`src/u8esc_pkg.sv`:
```
// Shared types, constants and byte classification functions for the UTF-8 escape filter.
package u8esc_pkg;

    localparam logic [7:0] BACKSLASH_CHAR = 8'h5C;
    localparam logic [7:0] X_CHAR         = 8'h78;
    localparam logic [7:0] SPACE_CHAR     = 8'h20;
    localparam logic [7:0] DEL_CHAR       = 8'h7F;
    localparam logic [7:0] CONT_MASK      = 8'hC0;
    localparam logic [7:0] CONT_TAG       = 8'h80;
    localparam int         BUF_DEPTH      = 4;
    localparam int         HELD_DEPTH     = 3;

    localparam logic [7:0] HEX_DIGITS [16] = '{
        8'h30, 8'h31, 8'h32, 8'h33, 8'h34, 8'h35, 8'h36, 8'h37,
        8'h38, 8'h39, 8'h41, 8'h42, 8'h43, 8'h44, 8'h45, 8'h46
    };

    typedef enum logic [1:0] {
        SUB_BACKSLASH = 2'd0,
        SUB_X         = 2'd1,
        SUB_HI        = 2'd2,
        SUB_LO        = 2'd3
    } t_sub;

    typedef struct packed {
        logic [7:0] in_byte;
        logic       string_last;
    } t_in_beat;

    typedef struct packed {
        logic [7:0] out_char;
        logic       run_last;
        logic       string_end;
        logic       lossy;
    } t_out_beat;

    typedef struct packed {
        logic [7:0] tok_byte;
        logic       esc;
    } t_token;

    typedef struct packed {
        t_token [BUF_DEPTH-1:0] tok;
        logic [2:0]             count;
        logic                   string_end;
        logic                   lossy;
    } t_burst;

    function automatic logic [2:0] lead_len(input logic [7:0] b);
        logic [2:0] len;
        len = 3'd0;
        if (b <= 8'h7F) begin
            len = 3'd1;
        end else if (b >= 8'hC2 && b <= 8'hDF) begin
            len = 3'd2;
        end else if (b >= 8'hE0 && b <= 8'hEF) begin
            len = 3'd3;
        end else if (b >= 8'hF0 && b <= 8'hF4) begin
            len = 3'd4;
        end
        return len;
    endfunction

    function automatic logic follow_ok(input logic [7:0] lead, input logic first,
                                       input logic [7:0] b);
        logic ok;
        ok = (b & CONT_MASK) == CONT_TAG;
        if (first) begin
            case (lead)
                8'hE0:   ok = b inside {[8'hA0:8'hBF]};
                8'hED:   ok = b inside {[8'h80:8'h9F]};
                8'hF0:   ok = b inside {[8'h90:8'hBF]};
                8'hF4:   ok = b inside {[8'h80:8'h8F]};
                default: ok = (b & CONT_MASK) == CONT_TAG;
            endcase
        end
        return ok;
    endfunction

    function automatic logic [7:0] hex_char(input logic [3:0] nib);
        return HEX_DIGITS[nib];
    endfunction

endpackage

```
`src/u8esc_scan.sv`:
```
// Sequence decoder: splits held bytes plus one new byte into pass and escape tokens.
module u8esc_scan
    import u8esc_pkg::*;
(
    input  t_in_beat                  i_in,
    input  logic [HELD_DEPTH-1:0][7:0] i_held_bytes,
    input  logic [1:0]                i_held_count,
    input  logic                      i_lossy_seen,
    output t_burst                    o_burst,
    output logic [HELD_DEPTH-1:0][7:0] o_held_bytes,
    output logic [1:0]                o_held_count,
    output logic                      o_lossy_seen
);

    always_comb begin
        logic [BUF_DEPTH-1:0][7:0] buf_b;
        logic [2:0] n;
        logic [2:0] pos;
        logic [2:0] cnt;
        logic [2:0] len;
        logic [2:0] avail;
        logic [7:0] lead;
        logic       done;
        logic       fail;
        logic       any_esc;
        logic       last;

        last = i_in.string_last;
        for (int i = 0; i < HELD_DEPTH; i++) begin
            buf_b[i] = (2'(i) < i_held_count) ? i_held_bytes[i] : i_in.in_byte;
        end
        buf_b[BUF_DEPTH-1] = i_in.in_byte;
        n        = {1'b0, i_held_count} + 3'd1;
        pos      = 3'd0;
        cnt      = 3'd0;
        done     = 1'b0;
        any_esc  = 1'b0;
        o_burst  = '0;
        o_held_bytes = i_held_bytes;
        o_held_count = 2'd0;

        for (int p = 0; p < BUF_DEPTH; p++) begin
            lead  = buf_b[p];
            len   = lead_len(lead);
            avail = n - 3'(p);
            fail  = 1'b0;
            if (!done && 3'(p) < n && 3'(p) == pos) begin
                if (len == 3'd0) begin
                    o_burst.tok[cnt[1:0]] = '{tok_byte: lead, esc: 1'b1};
                    cnt     = cnt + 3'd1;
                    any_esc = 1'b1;
                    pos     = pos + 3'd1;
                end else if (len == 3'd1) begin
                    if (lead < SPACE_CHAR || lead == DEL_CHAR) begin
                        o_burst.tok[cnt[1:0]] = '{tok_byte: lead, esc: 1'b1};
                        any_esc = 1'b1;
                    end else begin
                        o_burst.tok[cnt[1:0]] = '{tok_byte: lead, esc: 1'b0};
                    end
                    cnt = cnt + 3'd1;
                    pos = pos + 3'd1;
                end else begin
                    for (int k = 1; k < BUF_DEPTH; k++) begin
                        if (p + k < BUF_DEPTH && 3'(k) < avail && 3'(k) < len) begin
                            if (!follow_ok(lead, k == 1, buf_b[2'(p + k)])) begin
                                fail = 1'b1;
                            end
                        end
                    end
                    if (fail || (avail < len && last)) begin
                        o_burst.tok[cnt[1:0]] = '{tok_byte: lead, esc: 1'b1};
                        cnt     = cnt + 3'd1;
                        any_esc = 1'b1;
                        pos     = pos + 3'd1;
                    end else if (avail >= len) begin
                        for (int k = 0; k < BUF_DEPTH; k++) begin
                            if (p + k < BUF_DEPTH && 3'(k) < len) begin
                                o_burst.tok[cnt[1:0]] =
                                    '{tok_byte: buf_b[2'(p + k)], esc: 1'b0};
                                cnt = cnt + 3'd1;
                            end
                        end
                        pos = pos + len;
                    end else begin
                        for (int k = 0; k < HELD_DEPTH; k++) begin
                            if (p + k < BUF_DEPTH && 3'(k) < avail) begin
                                o_held_bytes[k] = buf_b[2'(p + k)];
                            end
                        end
                        o_held_count = avail[1:0];
                        done = 1'b1;
                    end
                end
            end
        end

        o_burst.count      = cnt;
        o_burst.string_end = last;
        o_burst.lossy      = i_lossy_seen | any_esc;
        o_lossy_seen       = last ? 1'b0 : (i_lossy_seen | any_esc);
    end

endmodule

```
`src/u8esc_burst.sv`:
```
// Output sequencer: holds one decoded token burst and emits one character beat per cycle while not stalled.
module u8esc_burst
    import u8esc_pkg::*;
(
    input  logic      i_clk,
    input  logic      i_rst_n,
    input  logic      i_load,
    input  t_burst    i_burst,
    output logic      o_free,
    output logic      o_valid,
    output t_out_beat o_out,
    input  logic      i_stall
);

    t_burst     r_burst;
    logic       r_valid;
    logic [1:0] r_slot;
    t_sub       r_sub;
    t_token     cur_tok;
    logic       slot_done;
    logic       final_beat;
    logic       take;

    assign cur_tok    = r_burst.tok[r_slot];
    assign slot_done  = !cur_tok.esc || r_sub == SUB_LO;
    assign final_beat = slot_done && ({1'b0, r_slot} == r_burst.count - 3'd1);
    assign take       = r_valid && !i_stall;
    assign o_free     = !r_valid || (take && final_beat);
    assign o_valid    = r_valid;

    always_comb begin
        o_out = '0;
        if (cur_tok.esc) begin
            case (r_sub)
                SUB_BACKSLASH: o_out.out_char = BACKSLASH_CHAR;
                SUB_X:         o_out.out_char = X_CHAR;
                SUB_HI:        o_out.out_char = hex_char(cur_tok.tok_byte[7:4]);
                SUB_LO:        o_out.out_char = hex_char(cur_tok.tok_byte[3:0]);
                default:       o_out.out_char = BACKSLASH_CHAR;
            endcase
        end else begin
            o_out.out_char = cur_tok.tok_byte;
        end
        o_out.run_last   = final_beat;
        o_out.string_end = final_beat && r_burst.string_end;
        o_out.lossy      = final_beat && r_burst.string_end && r_burst.lossy;
    end

    always_ff @(posedge i_clk) begin
        if (!i_rst_n) begin
            r_valid <= 1'b0;
            r_slot  <= 2'd0;
            r_sub   <= SUB_BACKSLASH;
        end else if (i_load && o_free) begin
            r_valid <= 1'b1;
            r_slot  <= 2'd0;
            r_sub   <= SUB_BACKSLASH;
        end else if (take) begin
            if (final_beat) begin
                r_valid <= 1'b0;
            end else if (slot_done) begin
                r_slot <= r_slot + 2'd1;
                r_sub  <= SUB_BACKSLASH;
            end else begin
                r_sub <= t_sub'(r_sub + 2'd1);
            end
        end
    end

    always_ff @(posedge i_clk) begin
        if (i_load && o_free) begin
            r_burst <= i_burst;
        end
    end

`ifndef ASSERT_OFF
    a_count_nonzero: assert property (@(posedge i_clk) disable iff (!i_rst_n)
        r_valid |-> r_burst.count != 3'd0)
        else $error("burst held with no tokens");

    a_slot_in_range: assert property (@(posedge i_clk) disable iff (!i_rst_n)
        r_valid |-> {1'b0, r_slot} < r_burst.count)
        else $error("slot index past token count");

    a_plain_single: assert property (@(posedge i_clk) disable iff (!i_rst_n)
        r_valid && !cur_tok.esc |-> r_sub == SUB_BACKSLASH)
        else $error("plain token advanced past its only beat");

    a_hold_on_stall: assert property (@(posedge i_clk) disable iff (!i_rst_n)
        r_valid && i_stall |=> r_valid && $stable(r_slot) && $stable(r_sub))
        else $error("sequencer advanced while stalled");
`endif

endmodule

```
`src/utf8_strict_escape_filter.sv`:
```
// Top level of the strict UTF-8 filter with hex escapes for invalid and control bytes.
//
//   channel | direction | handshake          | payload
//   input   | in        | i_valid / o_stall  | i_in  (in_byte, string_last)
//   output  | out       | o_valid / i_stall  | o_out (out_char, run_last, string_end, lossy)
//
// An input beat is registered, decoded combinationally against the held partial sequence,
// and its result burst goes to the output sequencer, which emits one beat per cycle unless
// stalled. A byte with no result is consumed without waiting; a burst of up to 16 beats
// holds the next byte until the single-beat sequencer takes its final beat. The first beat
// is driven once the burst is loaded. Reset clears held count, lossy flag and all valid flags.
// Output stall holds the sequencer, which in turn stalls the input register.
module utf8_strict_escape_filter
    import u8esc_pkg::*;
(
    input  logic      i_clk,
    input  logic      i_rst_n,
    input  logic      i_valid,
    input  t_in_beat  i_in,
    output logic      o_stall,
    output logic      o_valid,
    output t_out_beat o_out,
    input  logic      i_stall
);

    t_in_beat                   r_in;
    logic                       r_in_valid;
    logic [HELD_DEPTH-1:0][7:0] r_held_bytes;
    logic [1:0]                 r_held_count;
    logic                       r_lossy_seen;

    t_burst                     n_burst;
    logic [HELD_DEPTH-1:0][7:0] n_held_bytes;
    logic [1:0]                 n_held_count;
    logic                       n_lossy_seen;
    logic                       burst_free;
    logic                       consume;
    logic                       accept;

    u8esc_scan u_scan (
        .i_in         (r_in),
        .i_held_bytes (r_held_bytes),
        .i_held_count (r_held_count),
        .i_lossy_seen (r_lossy_seen),
        .o_burst      (n_burst),
        .o_held_bytes (n_held_bytes),
        .o_held_count (n_held_count),
        .o_lossy_seen (n_lossy_seen)
    );

    u8esc_burst u_burst (
        .i_clk   (i_clk),
        .i_rst_n (i_rst_n),
        .i_load  (consume && n_burst.count != 3'd0),
        .i_burst (n_burst),
        .o_free  (burst_free),
        .o_valid (o_valid),
        .o_out   (o_out),
        .i_stall (i_stall)
    );

    assign consume = r_in_valid && (burst_free || n_burst.count == 3'd0);
    assign o_stall = r_in_valid && !consume;
    assign accept  = i_valid && !o_stall;

    always_ff @(posedge i_clk) begin
        if (!i_rst_n) begin
            r_in_valid   <= 1'b0;
            r_held_count <= 2'd0;
            r_lossy_seen <= 1'b0;
        end else begin
            if (accept) begin
                r_in_valid <= 1'b1;
            end else if (consume) begin
                r_in_valid <= 1'b0;
            end
            if (consume) begin
                r_held_count <= n_held_count;
                r_lossy_seen <= n_lossy_seen;
            end
        end
    end

    always_ff @(posedge i_clk) begin
        if (accept) begin
            r_in <= i_in;
        end
        if (consume) begin
            r_held_bytes <= n_held_bytes;
        end
    end

`ifndef ASSERT_OFF
    a_last_settles: assert property (@(posedge i_clk) disable iff (!i_rst_n)
        consume && r_in.string_last |=> r_held_count == 2'd0 && !r_lossy_seen)
        else $error("state left over after string end");

    a_last_has_output: assert property (@(posedge i_clk) disable iff (!i_rst_n)
        consume && r_in.string_last |-> n_burst.count != 3'd0)
        else $error("final byte produced no output");

    a_hold_no_output: assert property (@(posedge i_clk) disable iff (!i_rst_n)
        consume && n_held_count != 2'd0 |-> !r_in.string_last)
        else $error("bytes held at string end");
`endif

endmodule
```
`config.mk`:
```
export PLATFORM = sky130hd
export DESIGN_NAME = utf8_strict_escape_filter
export DESIGN_NICKNAME = d
export VERILOG_FILES = /design/src/u8esc_pkg.sv /design/src/u8esc_scan.sv /design/src/u8esc_burst.sv /design/src/utf8_strict_escape_filter.sv
export SDC_FILE = /design/constraint.sdc
export NUM_CORES = 1
export LEC_CHECK = 0
export ABC_CLOCK_PERIOD_IN_PS = 26900
export BUFFER_PORTS_ARGS = -buffer_cell sky130_fd_sc_hd__buf_2
export CAP_MARGIN = 15
export CORE_MARGIN = 5
export CORE_UTILIZATION = 25
export CTS_CLUSTER_SIZE = 24
export DETAILED_ROUTE_END_ITERATION = 12
export PLACE_DENSITY_LB_ADDON = 0.2
export SLEW_MARGIN = 20
export SYNTH_ARGS = -nofsm -noshare
export SYNTH_HDL_FRONTEND = slang
export SYNTH_HIERARCHICAL = 1
export SYNTH_SLANG_ARGS = --single-unit
export TNS_END_PERCENT = 5
```
`constraint.sdc`:
```
create_clock -name i_clk -period 26.9 [get_ports i_clk]
set_clock_uncertainty 0.1 [all_clocks]
set_input_delay 1.345 -clock i_clk [delete_from_list [all_inputs] [get_ports i_clk]]
set_output_delay 1.345 -clock i_clk [all_outputs]
set_load 0.05 [all_outputs]
```
Yosys cells after proc, flatten, opt, wreduce, memory -nomap -nowiden
Memory sizes are Yosys's and may differ from the RTL's.
Cells that the tools add are included.
{ "totals": {"reg_bits": 83, "latchBits": 0, "mem_bits_rw": 0, "romBits": 256, "out_inout_bits": 13, "wordCells": 548, "mem_count": 2} }
{ "op_classes": {"n_addsub": 20, "mul": 0, "n_div": 0, "magnitude_cmp": 90, "eq_ne": 20, "shifts": 0, "mux": 309, "bitwise_logic": 5, "n_reduce_logical": 80} }
{ "memory_table": {"columns": ["name", "words", "word_bits", "rd", "rd_ports_with_merged_regs", "wr", "line", "source"], "rows": [
  ["(no name shown)", 16, 8, 1, 0, 0, "u8esc_pkg.sv:81", "return HEX_DIGITS[nib];"],
  ["(no name shown)", 16, 8, 1, 0, 0, "u8esc_pkg.sv:81", null]
]} }
{ "op_table": {"columns": ["operator", "n"], "rows": [
  ["$mux 36", 54],
  ["$bwmux 36", 14],
  ["$mux 3", 90],
  ["$mux 24", 10],
  ["$mux 9", 19],
  ["$mux 8", 21],
  ["$demux 9 s2", 9],
  ["$ge 8x8->1 const B", 15],
  ["$le 8x8->1 const B", 15],
  ["$mux 27", 3],
  ["$mux 16", 5],
  ["$mux 1", 60],
  ["$logic_and 1x1->1", 48],
  ["$lt 1x3->1 const A", 14],
  ["$mux 2", 21],
  ["$add 3x1->3 const B", 11],
  ["$eq 8x7->1 const B", 4],
  ["$eq 8x8->1 const B", 4],
  ["$le 8x7->1 const B", 4],
  ["$lt 8x6->1 const B", 4],
  ["$pmux 8 s4", 1],
  ["$lt 2x3->1 const B", 10],
  ["$bmux 9 s2", 1],
  ["$ge 2x1->1 const B", 9],
  ["30 further kinds", 78]
]} }

Depth between registers and ports, before layout
Gate-level depths: netlist (run 1).
{ "logic_depth": {"word_depth": 95, "mapped_depth": 43} }

Modules after synthesis
The synthesis (run 1) kept the hierarchy.
{ "modules_own_cells": {"columns": ["mod", "instances", "cells_each", "area_each_um2", "seq_area_each_um2"], "rows": [
  ["u8esc_scan", 1, 658, 4404.2, 0.0],
  ["u8esc_burst", 1, 153, 2157.1, 1331.3],
  ["utf8_strict_escape_filter", 1, 53, 1181.1, 1071.0]
]} }

Worst setup path before layout (run 1)
No wires, ideal clock.
{ "synth_path": {"path_type": "reg-to-output", "from": "register r_held_count[1]", "to": "output port o_stall", "arrival_ns": 8.194, "path_slack_ns": 17.261, "stages_incl_launch_ff": 40, "n_path_buf": 4, "cell_sequence": "dfxtp_1 > buf_6 > inv_1 > ha_1 > buf_6 > buf_6 > mux2i_1 > nand4_1 > o21ai_1 > ha_1 > nor2b_1 > o21ai_0 > nand3b_1 > o211a_1 > buf_6 > a21oi_4 > inv_1 > ha_1 > [4 not listed] > a21oi_1 > ha_1 > a21oi_1 > o41ai_1 > a22o_1 > ha_1 > nor2_1 > a21oi_1 > ha_1 > a22oi_1 > nor2_1 > a21oi_1 > inv_1 > ha_1 > and3_1 > xnor3_1 > nor3_2 > nor3b_1"} }
{ "synth_lines": {"columns": ["element", "line", "source"], "rows": [
  ["from (decl)", "utf8_strict_escape_filter.sv:29", "logic [1:0] r_held_count;"],
  ["from (signal assigned)", "utf8_strict_escape_filter.sv:78", "r_held_count <= n_held_count;"],
  ["to (decl)", "utf8_strict_escape_filter.sv:20", "output logic o_stall,"]
]} }

==> results of run 1 <==
-- logic make-up after synthesis --
kind of cell    count (synthesis)  share of synthesized area
flops                          83                     0.3103
simple gates                  289                     0.1849
fa+ha+maj                      57                    0.09405
mux                            54                    0.09066
xor+xnor                       16                    0.01988
buf+inv                        92                    0.05931
compound gates                273                     0.2410
-- sequential cells by signal (all words and copies together), names as in the netlist --
name / flops
r_held_bytes: 24
r_held_count: 2
r_in: 9
r_in_valid: 1
r_lossy_seen: 1
u_burst/o_valid: 1
u_burst/r_burst: 41
u_burst/r_slot: 2
u_burst/r_sub: 2
-- worst max-delay path: cells and delay by family (launching register included) --
kind	cells	cell delay, ns
adders and majority gates	8	2.57
muxes	1	0.46
buffers and inverters	4	0.83
AOI/OAI and AO/OA	12	2.60
DFF	1	0.99
and+or+nand+nor	10	1.32
xor gates and xnor gates	1	0.43
-- Yosys cell counts (15+ instances only) --
library cell,number
inv_1,42
nand3_1,22
nor2_1,64
o2bb2ai_1,20
o22ai_1,26
nor3_1,15
o21ai_0,59
ha_1,55
edfxtp_1,74
a22oi_1,17
mux2i_1,29
clkbuf_1,18
a21oi_1,49
nand2_1,94
-- worst max path at each step --
stage / endpoint / slack [ns] / cells past startpoint
6_report: o_stall / 15.89 / 36
5_1_grt: o_stall / 14.97 / 36
4_1_cts: o_stall / 15.57 / 36
3_5_place_dp: u_burst/r_burst[37] / 15.90 / 38
3_3_place_gp: u_burst/r_burst[26] / 16.12 / 38
2_1_floorplan: o_stall / 17.26 / 39
-- power by group --
part / internal (mW) / switching (mW) / leakage [nW]
clock network: 0.0622 / 0.0491 / 0.129
logic: 0.0289 / 0.0542 / 2.14
registers: 0.148 / 0.00653 / 0.736
-- through the flow --
stage                     hold WS (ns)    util  power, mW  instance area (sq um)
after floorplan                 0.3354       -     0.2165                   7742
after global placement          0.3654  0.2657     0.2406                   8129
after detailed placement        0.3698  0.2657     0.2399                   8129
after CTS                       0.3784  0.2744     0.3538                   8393
after global routing            0.3966  0.2745     0.3700                   8396
final                           0.3736  0.2745     0.3489                   8396
-- final cells by class --
type | instances | area [sq um]
timing repair buffer | 33 | 185.2
fill | 3314 | 22190
sequential | 83 | 2402
inverter | 43 | 163.9
clock buffer | 11 | 232.7
multi-input combinational | 689 | 4885
tap | 396 | 495.5
clock inverter | 5 | 31.28
-- layer usage --
layer  wire length (microns)  GRT usage
met4                     370    0.03498
met2                   10940     0.2229
met5                       0          0
met1                   11460     0.1908
met3                    1037    0.02619
==> qor.yml, run 1 <==
logic_synthesis:
  synth-async-reset-ratio: 0
  yosysWarnings: 6
  ys_ff_latch: 83
  syn_nets: 934
  synth_area_sq_um: 7742
  yosys.area.top_type: "edfxtp_1"
  netlist_instances: 864
  yosys.area.top_type_share: 0.2870
  synth-edff-count: 74
  ys_seq_area_frac: 0.3103
  synth.avg_cell_area_sq_um: 8.961
  yosysUniqueCellTypes: 89
  synthFlopType: "edfxtp_1"
  synth.area.top_cells: "edfxtp_1 (29%), ha_1 (8.9%), nand2_1 (4.6%)"
routing:
  ant_nets: 0
  drcViolationCount: 0
  drt_iter0_markers: 500
  drt-total-wl_microns: 23810
  wl_per_cell_microns: 18.89
  viasPerCell: 5.187
  num_vias: 6535
  firstDrtPassIters: 5
power:
  ir_worst_vdd_mv: 0.03102
  powerDensity_nw_per_um2: 41.56
  p_leak_nw: 3.006
timing:
  final.period_utilization: 0.4091
  finalCriticalPeriod_ns: 11.01
  max_freq_mhz: 90.87
  finalSetupViolCount: 0
  slew_violations: 0
  rsz0062_at_grt: "false"
  setup_tns_ns: 0
  final-hold-violation-count: 0
  worst_pin_slew_ns: 1.014
  relSlewSlack: 0.3233
  worst_slack_ns: 15.89
run:
  max_cap_viol_count: 0
final_layout:
  fin_nets: 929
  area.growth.synth_to_final_pct: 8.436
  final_common_cell: "nand2_1"
  insertedDiodeCount: 0
  final_cell_mix: "nand2_1 (94), edfxtp_1 (74), nor2_1 (64)"
  instances_no_fill: 1260
  drive_gt1_frac: 0.1157
global_route:
  antenna_found_initial: 0
  overflow: 0
  grt_pass1_vias: 6391
  grt_max_degree: 42
  track_usage: 0.1381
  grt_first_pass_wirelength_microns: 37170
clock_network:
  cts.sinks: 83
  clock_latency_ns: 0.35
  cts.path.max_buffers: 2
  cts_setup_buffers: 0
  cts_tree: "done"
  cts.repair.resized: 0
  root_buffer: "clkbuf_16"
  numCtsBuffers: 9
  path_clk_slew_ns: 0.06
  cts_hold_buf: 0
  h-tree-depth: 3
critical_path:
  r2r_setup_slack_ns: 16.22
  r2r-start: "r_held_count[1]"
  path_class: "reg -> out"
  cp_max_fo: 29
  cp.required_ns: 25.45
  r2r-end: "u_burst/r_burst[15]"
  cpPeakStageDelay_ns: 0.99
  cpMostUsedCell: "ha_1"
  slowest_stage: "dfxtp_1"
  startpoint_type: "flip-flop"
  rr_worst_depth: 38
  crit_arrival_ns: 9.56
  setup.worst_path.start: "r_held_count[1]"
  end_kind: "output pin"
floorplan:
  design.core.area_sq_um: 30590
  fp-row-count: 64
  die-width_microns: 186.0
  die-area_sq_um: 34590
  start_util: 0.2531
  fp.dieH_microns: 186.0
  io_pins: 26
min_path:
  hold_depth: 2
  min-delay-start: "r_lossy_seen"
  worstHoldPathType: "reg -> reg"
  whs_endpoint: "r_lossy_seen"
placement:
  portBuffers: 25
  place_inst: 1244
  pre_cts_slack_ns: 15.90
  gp_congestion: 0.8256
  dp_hpwl_microns: 18810
run_status:
  outcome: "completed"
(Power assumes the default switching activity.)
==> run 2: changes to the inputs <==
--- a/config.mk
+++ b/config.mk
@@ -5,7 +5,7 @@
 export SDC_FILE = /design/constraint.sdc
 export NUM_CORES = 1
 export LEC_CHECK = 0
-export ABC_CLOCK_PERIOD_IN_PS = 26900
+export ABC_CLOCK_PERIOD_IN_PS = 10120
 export BUFFER_PORTS_ARGS = -buffer_cell sky130_fd_sc_hd__buf_2
 export CAP_MARGIN = 15
 export CORE_MARGIN = 5
==> constraint.sdc (replaced) <==
create_clock -name i_clk -period 10.12 [get_ports i_clk]
set_clock_uncertainty 0.1 [all_clocks]
set_input_delay 0.506 -clock i_clk [delete_from_list [all_inputs] [get_ports i_clk]]
set_output_delay 0.506 -clock i_clk [all_outputs]
set_load 0.05 [all_outputs]
==> qor.yml, run 2 (same netlist as run 1, synthesis figures left out) <==
clock_network:
  cts_tree: "done"
  clock_latency_ns: 0.36  # about the same
  path_clk_slew_ns: 0.07  # about the same
  cts_hold_buf: 0  # unchanged
  cts.path.max_buffers: 2  # unchanged
  numCtsBuffers: 9  # unchanged
  h-tree-depth: 3  # unchanged
  root_buffer: "clkbuf_16"
  cts.sinks: 83  # unchanged
final_layout:
  drive_gt1_frac: 0.1211  # +0.005367
  final_core_util: 0.2761  # +0.001677
  final_cell_mix: "nand2_1 (94), edfxtp_1 (74), nor2_1 (64)"
  final_common_cell: "nand2_1"
  fin_nets: 932  # +0.32%
  insertedDiodeCount: 0  # unchanged
  top_register: "u_burst/r_burst"
  area.growth.synth_to_final_pct: 9.098
  largest_registers: "u_burst/r_burst (41), r_held_bytes (24), r_in (9)"
  filler_cell_count: 3266  # -1.4%
  largest_reg_flops: 41  # unchanged
timing:
  slew_violations: 0  # unchanged
  final-hold-violation-count: 0  # unchanged
  setup_tns_ns: 0  # unchanged
  finalCriticalPeriod_ns: 9.295
  relSlewSlack: 0.3045  # -0.01881
  whs_ns: 0.2185  # -0.1550 ns
  rsz0062_at_grt: "false"
  worst_slack_ns: 0.8247  # -15.07 ns
  final.period_utilization: 0.9185
  worst_pin_slew_ns: 1.014  # +0.0005881 ns
  finalSetupViolCount: 0  # unchanged
  max_freq_mhz: 107.6
critical_path:
  cp_max_fo: 17  # -41%
  path_class: "reg -> out"
  cpPeakStageDelay_ns: 0.43  # -0.56 ns
  cpMostUsedCell: "ha_1"
  end_kind: "output pin"
  slowest_stage: "xnor3_1"
  crit_arrival_ns: 8.69  # -0.87 ns
  critPathBufInv: 5  # +1
  critical_path.top_delay_family: "compound AO/OA/AOI/OAI gates"
  cp.required_ns: 9.51  # -15.94 ns
  startpoint_type: "flip-flop"
floorplan:
  die-width_microns: 186.0  # unchanged
  io_pins: 26  # unchanged
  design.core.area_sq_um: 30590  # unchanged
  fp.dieH_microns: 186.0  # unchanged
  start_util: 0.2531  # unchanged
  fp-row-count: 64  # unchanged
  die-area_sq_um: 34590  # unchanged
power:
  power_switching_mw: 0.3043  # +180%
  p_leak_nw: 3.019  # +0.42%
  ir_worst_vdd_mv: 0.08440  # +170%
  switching_share: 0.3224  # +0.007548
  combPwrFrac: 0.237  # about the same
  cell_internal_pwr_mw: 0.6396  # +170%
  powerDensity_nw_per_um2: 111.8  # +170%
  seqPwrFrac: 0.434  # -0.009
  power.clock.fraction: 0.330  # +0.011
placement:
  portBuffers: 25  # unchanged
  dp_hpwl_microns: 18910  # +0.57%
  gp_congestion: 0.8623  # +4.4%
  pre_cts_slack_ns: 0.6628  # -15.24 ns
routing:
  ant_nets: 0  # unchanged
  num_vias: 6589  # +0.83%
  viasPerCell: 5.217  # +0.59%
  drt_iter0_markers: 487  # -2.6%
  drt-total-wl_microns: 23910  # +0.42%
  firstDrtPassIters: 5  # unchanged
  drcViolationCount: 0  # unchanged
  wl_per_cell_microns: 18.93  # +0.19%
run_status:
  outcome: "completed"
global_route:
  overflow: 0  # unchanged
  track_usage: 0.1377  # -0.0004048
  antenna_found_initial: 0  # unchanged
  grt_first_pass_wirelength_microns: 36830  # -0.91%
  grt_max_degree: 42  # unchanged
  grt_pass1_vias: 6356  # -0.55%
min_path:
  worstHoldPathType: "in -> reg"
run:
  max_cap_viol_count: 0  # unchanged
## run 2: changes by cell type in the layout (fill, tap and decap cells not counted), sizes merged
cell,change
clkinvlp,+1
clkinv,-2
clkbuf,-1
buf,+3
inv,+2
## run 2: routing by layer
| metal | global-route usage | routed length (microns) | vias to the layer above | part of all wire |
|---|---|---|---|---|
| met1 | 0.1895 | 11480 | 3127 | 0.48 |
| met2 | 0.2242 | 10840 | 186 | 0.45 |
| met3 | 0.02560 | 1214 | 31 | 0.051 |
| met5 | 0 | 0 | - | 0 |
| met4 | 0.03352 | 371 | 0 | 0.016 |
| li1 | - | - | 3245 | - |
## run 2: final cells by class
class / instances / area, sq um / area share
multi-input cells: 689 / 4898 / 0.5799
flip-flops and latches: 83 / 2402 / 0.2844
well taps: 396 / 495.5 / 0.05866
inverters: 43 / 163.9 / 0.01940
clock inverters: 6 / 50.05 / 0.005925
clock buffers: 10 / 229.0 / 0.02711
repair buffers: 36 / 207.7 / 0.02459
## run 2: path summary, 6_finish.rpt
check / start / endpoint / slack, ns / cells after the start
setup / recovery: r_held_count[0] / o_stall / 0.82 / 37
setup reg to reg: r_held_count[0] / u_burst/r_burst[6] / 0.89 / 39
hold / removal: i_in[8] / r_in[8] / 0.22 / 1
hold reg to reg: r_lossy_seen / r_lossy_seen / 0.36 / 2
## run 2: metrics by stage
stage | std cells | cell area [sq um] | power, mW
final | 1263 | 8447 | 0.9439
after global routing | 1263 | 8447 | 0.9934
after detailed placement | 1247 | 8152 | 0.6384
after global placement | 1247 | 8152 | 0.6405
after floorplan | 864 | 7742 | 0.5755
after CTS | 1263 | 8431 | 0.9551
## run 2: timing repair
item,in CTS,in global routing
resized for setup,0,3
endpoints found under the hold margin,0,0
endpoints found under the setup margin,0,42
setup buffers,0,0
## run 2: worst register-to-register path, delay by kind of cell (launching register included)
family,cells,cell delay (ns)
buf+inv,5,1.12
flops,1,0.31
xor+xnor,1,0.41
compound gates,14,2.96
fa+ha+maj,8,2.48
simple gates,11,1.46
## run 2: power groups by stage
stage | sequential, mW | combinational (mW) | clock, mW
detailed placement | 0.417 | 0.222 | 0
finish | 0.409 | 0.224 | 0.311
global route | 0.412 | 0.248 | 0.334
CTS | 0.409 | 0.223 | 0.323
floorplan | 0.407 | 0.168 | 0
global placement | 0.417 | 0.224 | 0
==> run 3: changes to the inputs <==
--- a/config.mk
+++ b/config.mk
@@ -12,7 +12,6 @@
 export CORE_UTILIZATION = 25
 export CTS_CLUSTER_SIZE = 24
 export DETAILED_ROUTE_END_ITERATION = 12
-export PLACE_DENSITY_LB_ADDON = 0.2
 export SLEW_MARGIN = 20
 export SYNTH_ARGS = -nofsm -noshare
 export SYNTH_HDL_FRONTEND = slang
==> qor.yml, run 3 (same netlist as run 1, synthesis figures left out) <==
critical_path:
  r2r-start: "r_held_count[0]"
  r2r_setup_slack_ns: 0.76  # -0.13 ns
  crit_arrival_ns: 8.75  # +0.06 ns
  cpPeakStageDelay_ns: 0.43  # about the same
  slowest_stage: "xnor3_1"
  cp.required_ns: 9.51  # about the same
  path_class: "reg -> out"
  startpoint_type: "flip-flop"
  r2r-end: "u_burst/r_burst[39]"
  cp_max_fo: 20  # +3
  critPathBufInv: 4  # -1
  end_kind: "output pin"
  critical_path.top_delay_family: "compound AO/OA/AOI/OAI gates"
  rr_worst_depth: 38  # -2.6%
  cpMostUsedCell: "ha_1"
floorplan:
  design.core.area_sq_um: 30590  # unchanged
  die-width_microns: 186.0  # unchanged
  start_util: 0.2531  # unchanged
  die-area_sq_um: 34590  # unchanged
  io_pins: 26  # unchanged
  fp.dieH_microns: 186.0  # unchanged
  fp-row-count: 64  # unchanged
placement:
  gp_congestion: 0.9465  # +9.8%
  place_inst: 1246  # -0.080%
  pre_cts_slack_ns: 0.2217  # -0.4412 ns
  dp_hpwl_microns: 17140  # -9.4%
  portBuffers: 25  # unchanged
routing:
  ant_nets: 0  # unchanged
  firstDrtPassIters: 8  # +3
  drt-total-wl_microns: 22270  # -6.8%
  drcViolationCount: 0  # unchanged
  wl_per_cell_microns: 17.65  # -6.8%
  num_vias: 6756  # +2.5%
  viasPerCell: 5.353  # +2.6%
  drt_iter0_markers: 782  # +61%
clock_network:
  clock_latency_ns: 0.35  # about the same
  root_buffer: "clkbuf_16"
  numCtsBuffers: 9  # unchanged
  path_clk_slew_ns: 0.06  # about the same
  cts_setup_buffers: 0  # unchanged
  cts.path.max_buffers: 2  # unchanged
  cts_tree: "done"
  cts.sinks: 83  # unchanged
  cts_hold_buf: 0  # unchanged
  h-tree-depth: 3  # unchanged
final_layout:
  fin_nets: 931  # -0.11%
  instances_no_fill: 1262  # -0.079%
  top_register: "u_burst/r_burst"
  drive_gt1_frac: 0.1212  # +0.0001398
  final_common_cell: "nand2_1"
  insertedDiodeCount: 0  # unchanged
  area.growth.synth_to_final_pct: 9.082  # about the same
  filler_cell_count: 3282  # +0.49%
  largest_reg_flops: 41  # unchanged
  largest_registers: "u_burst/r_burst (41), r_held_bytes (24), r_in (9)"
  final_cell_mix: "nand2_1 (94), edfxtp_1 (74), nor2_1 (64)"
timing:
  rsz0062_at_grt: "false"
  slew_violations: 0  # unchanged
  relSlewSlack: 0.3424  # +0.03790
  final.period_utilization: 0.9250  # +0.006486
  worst_slack_ns: 0.7591  # -0.06564 ns
  final-hold-violation-count: 0  # unchanged
  finalCriticalPeriod_ns: 9.361  # +0.06564 ns
  setup_tns_ns: 0  # unchanged
  whs_ns: 0.2323  # +0.01383 ns
  max_freq_mhz: 106.8  # -0.70%
  worst_pin_slew_ns: 0.9590  # -0.05527 ns
  finalSetupViolCount: 0  # unchanged
min_path:
  hold_depth: 1  # unchanged
  whs_endpoint: "r_in[8]"
  min-delay-start: "i_in[8]"
  worstHoldPathType: "in -> reg"
global_route:
  track_usage: 0.1284  # -0.009314
  grt_first_pass_wirelength_microns: 35420  # -3.8%
  grt_max_degree: 40  # -4.8%
  antenna_found_initial: 0  # unchanged
  overflow: 0  # unchanged
  grt_pass1_vias: 6341  # -0.24%
power:
  powerDensity_nw_per_um2: 111.5  # -0.22%
  ir_worst_vdd_mv: 0.07283  # -14%
  p_leak_nw: 3.015  # -0.11%
run_status:
  outcome: "completed"
run:
  max_cap_viol_count: 0  # unchanged
==> run 3: cell types whose count changed in the layout (fill, tap and decap cells not counted), sizes merged <==
cell,change
inv,+1
clkinv,-1
buf,-1
==> run 3: repair_timing <==
item | CTS | global route
hold endpoints to repair | 0 | 0
gates resized for setup | 0 | 6
setup endpoints to repair | 0 | 78
==> run 3: how the worst max path moves through the flow <==
stage	startpoint	end	slack [ns]	depth (start not counted)
after global placement	r_held_count[0]	u_burst/r_burst[17]	0.68	38
final	r_held_count[0]	o_stall	0.76	36
after detailed placement	r_held_count[0]	u_burst/r_burst[16]	0.22	38
after CTS	r_held_count[0]	o_stall	0.05	36
after floorplan	r_held_count[1]	u_burst/r_burst[0]	0.97	42
after global routing	r_held_count[0]	u_burst/r_burst[8]	0.06	38
==> run 3: worst reg2reg max path, delay by kind of cell, from the launching register on <==
family / cells / cell delay, ns
compound gates: 13 / 2.79
xor+xnor: 1 / 0.41
fa+ha+maj: 8 / 2.51
buf+inv: 4 / 0.80
flops: 1 / 0.39
mux: 1 / 0.40
simple gates: 11 / 1.64
==> run 3: metal layers <==
metal | vias to the layer above | part of all wire | track usage | routed length [microns]
li1 | 3244 | - | - | -
met1 | 3229 | 0.46 | 0.1805 | 10240
met2 | 250 | 0.44 | 0.1954 | 9714
met3 | 33 | 0.086 | 0.03791 | 1925
met4 | 0 | 0.018 | 0.02885 | 394
met5 | - | 0 | 0 | 0
==> run 3: final cells by class <==
cell class                 count  area (sq um)  share of cell area
sequential                    83          2404              0.2846
inverter                      43         163.9             0.01941
clock inverter                 6         47.55            0.005630
timing repair buffer          35         203.9             0.02415
tap                          396         495.5             0.05867
multi-input combinational    689          4902              0.5804
clock buffer                  10         229.0             0.02711
==> run 3: power by group <==
part	leakage, nW	internal, mW	switching, mW
logic	2.15	0.0781	0.145
registers	0.737	0.393	0.0171
clock network	0.130	0.169	0.140
total	3.02	0.640	0.302
==> run 3: through the flow <==
step	instance area, sq um	utilization	power [mW]
6_report	8446	0.2761	0.9417
5_1_grt	8446	0.2761	0.9905
2_1_floorplan	7742	-	0.5755
3_3_place_gp	8143	0.2662	0.6309
4_1_cts	8419	0.2752	0.9483
3_5_place_dp	8143	0.2662	0.6346
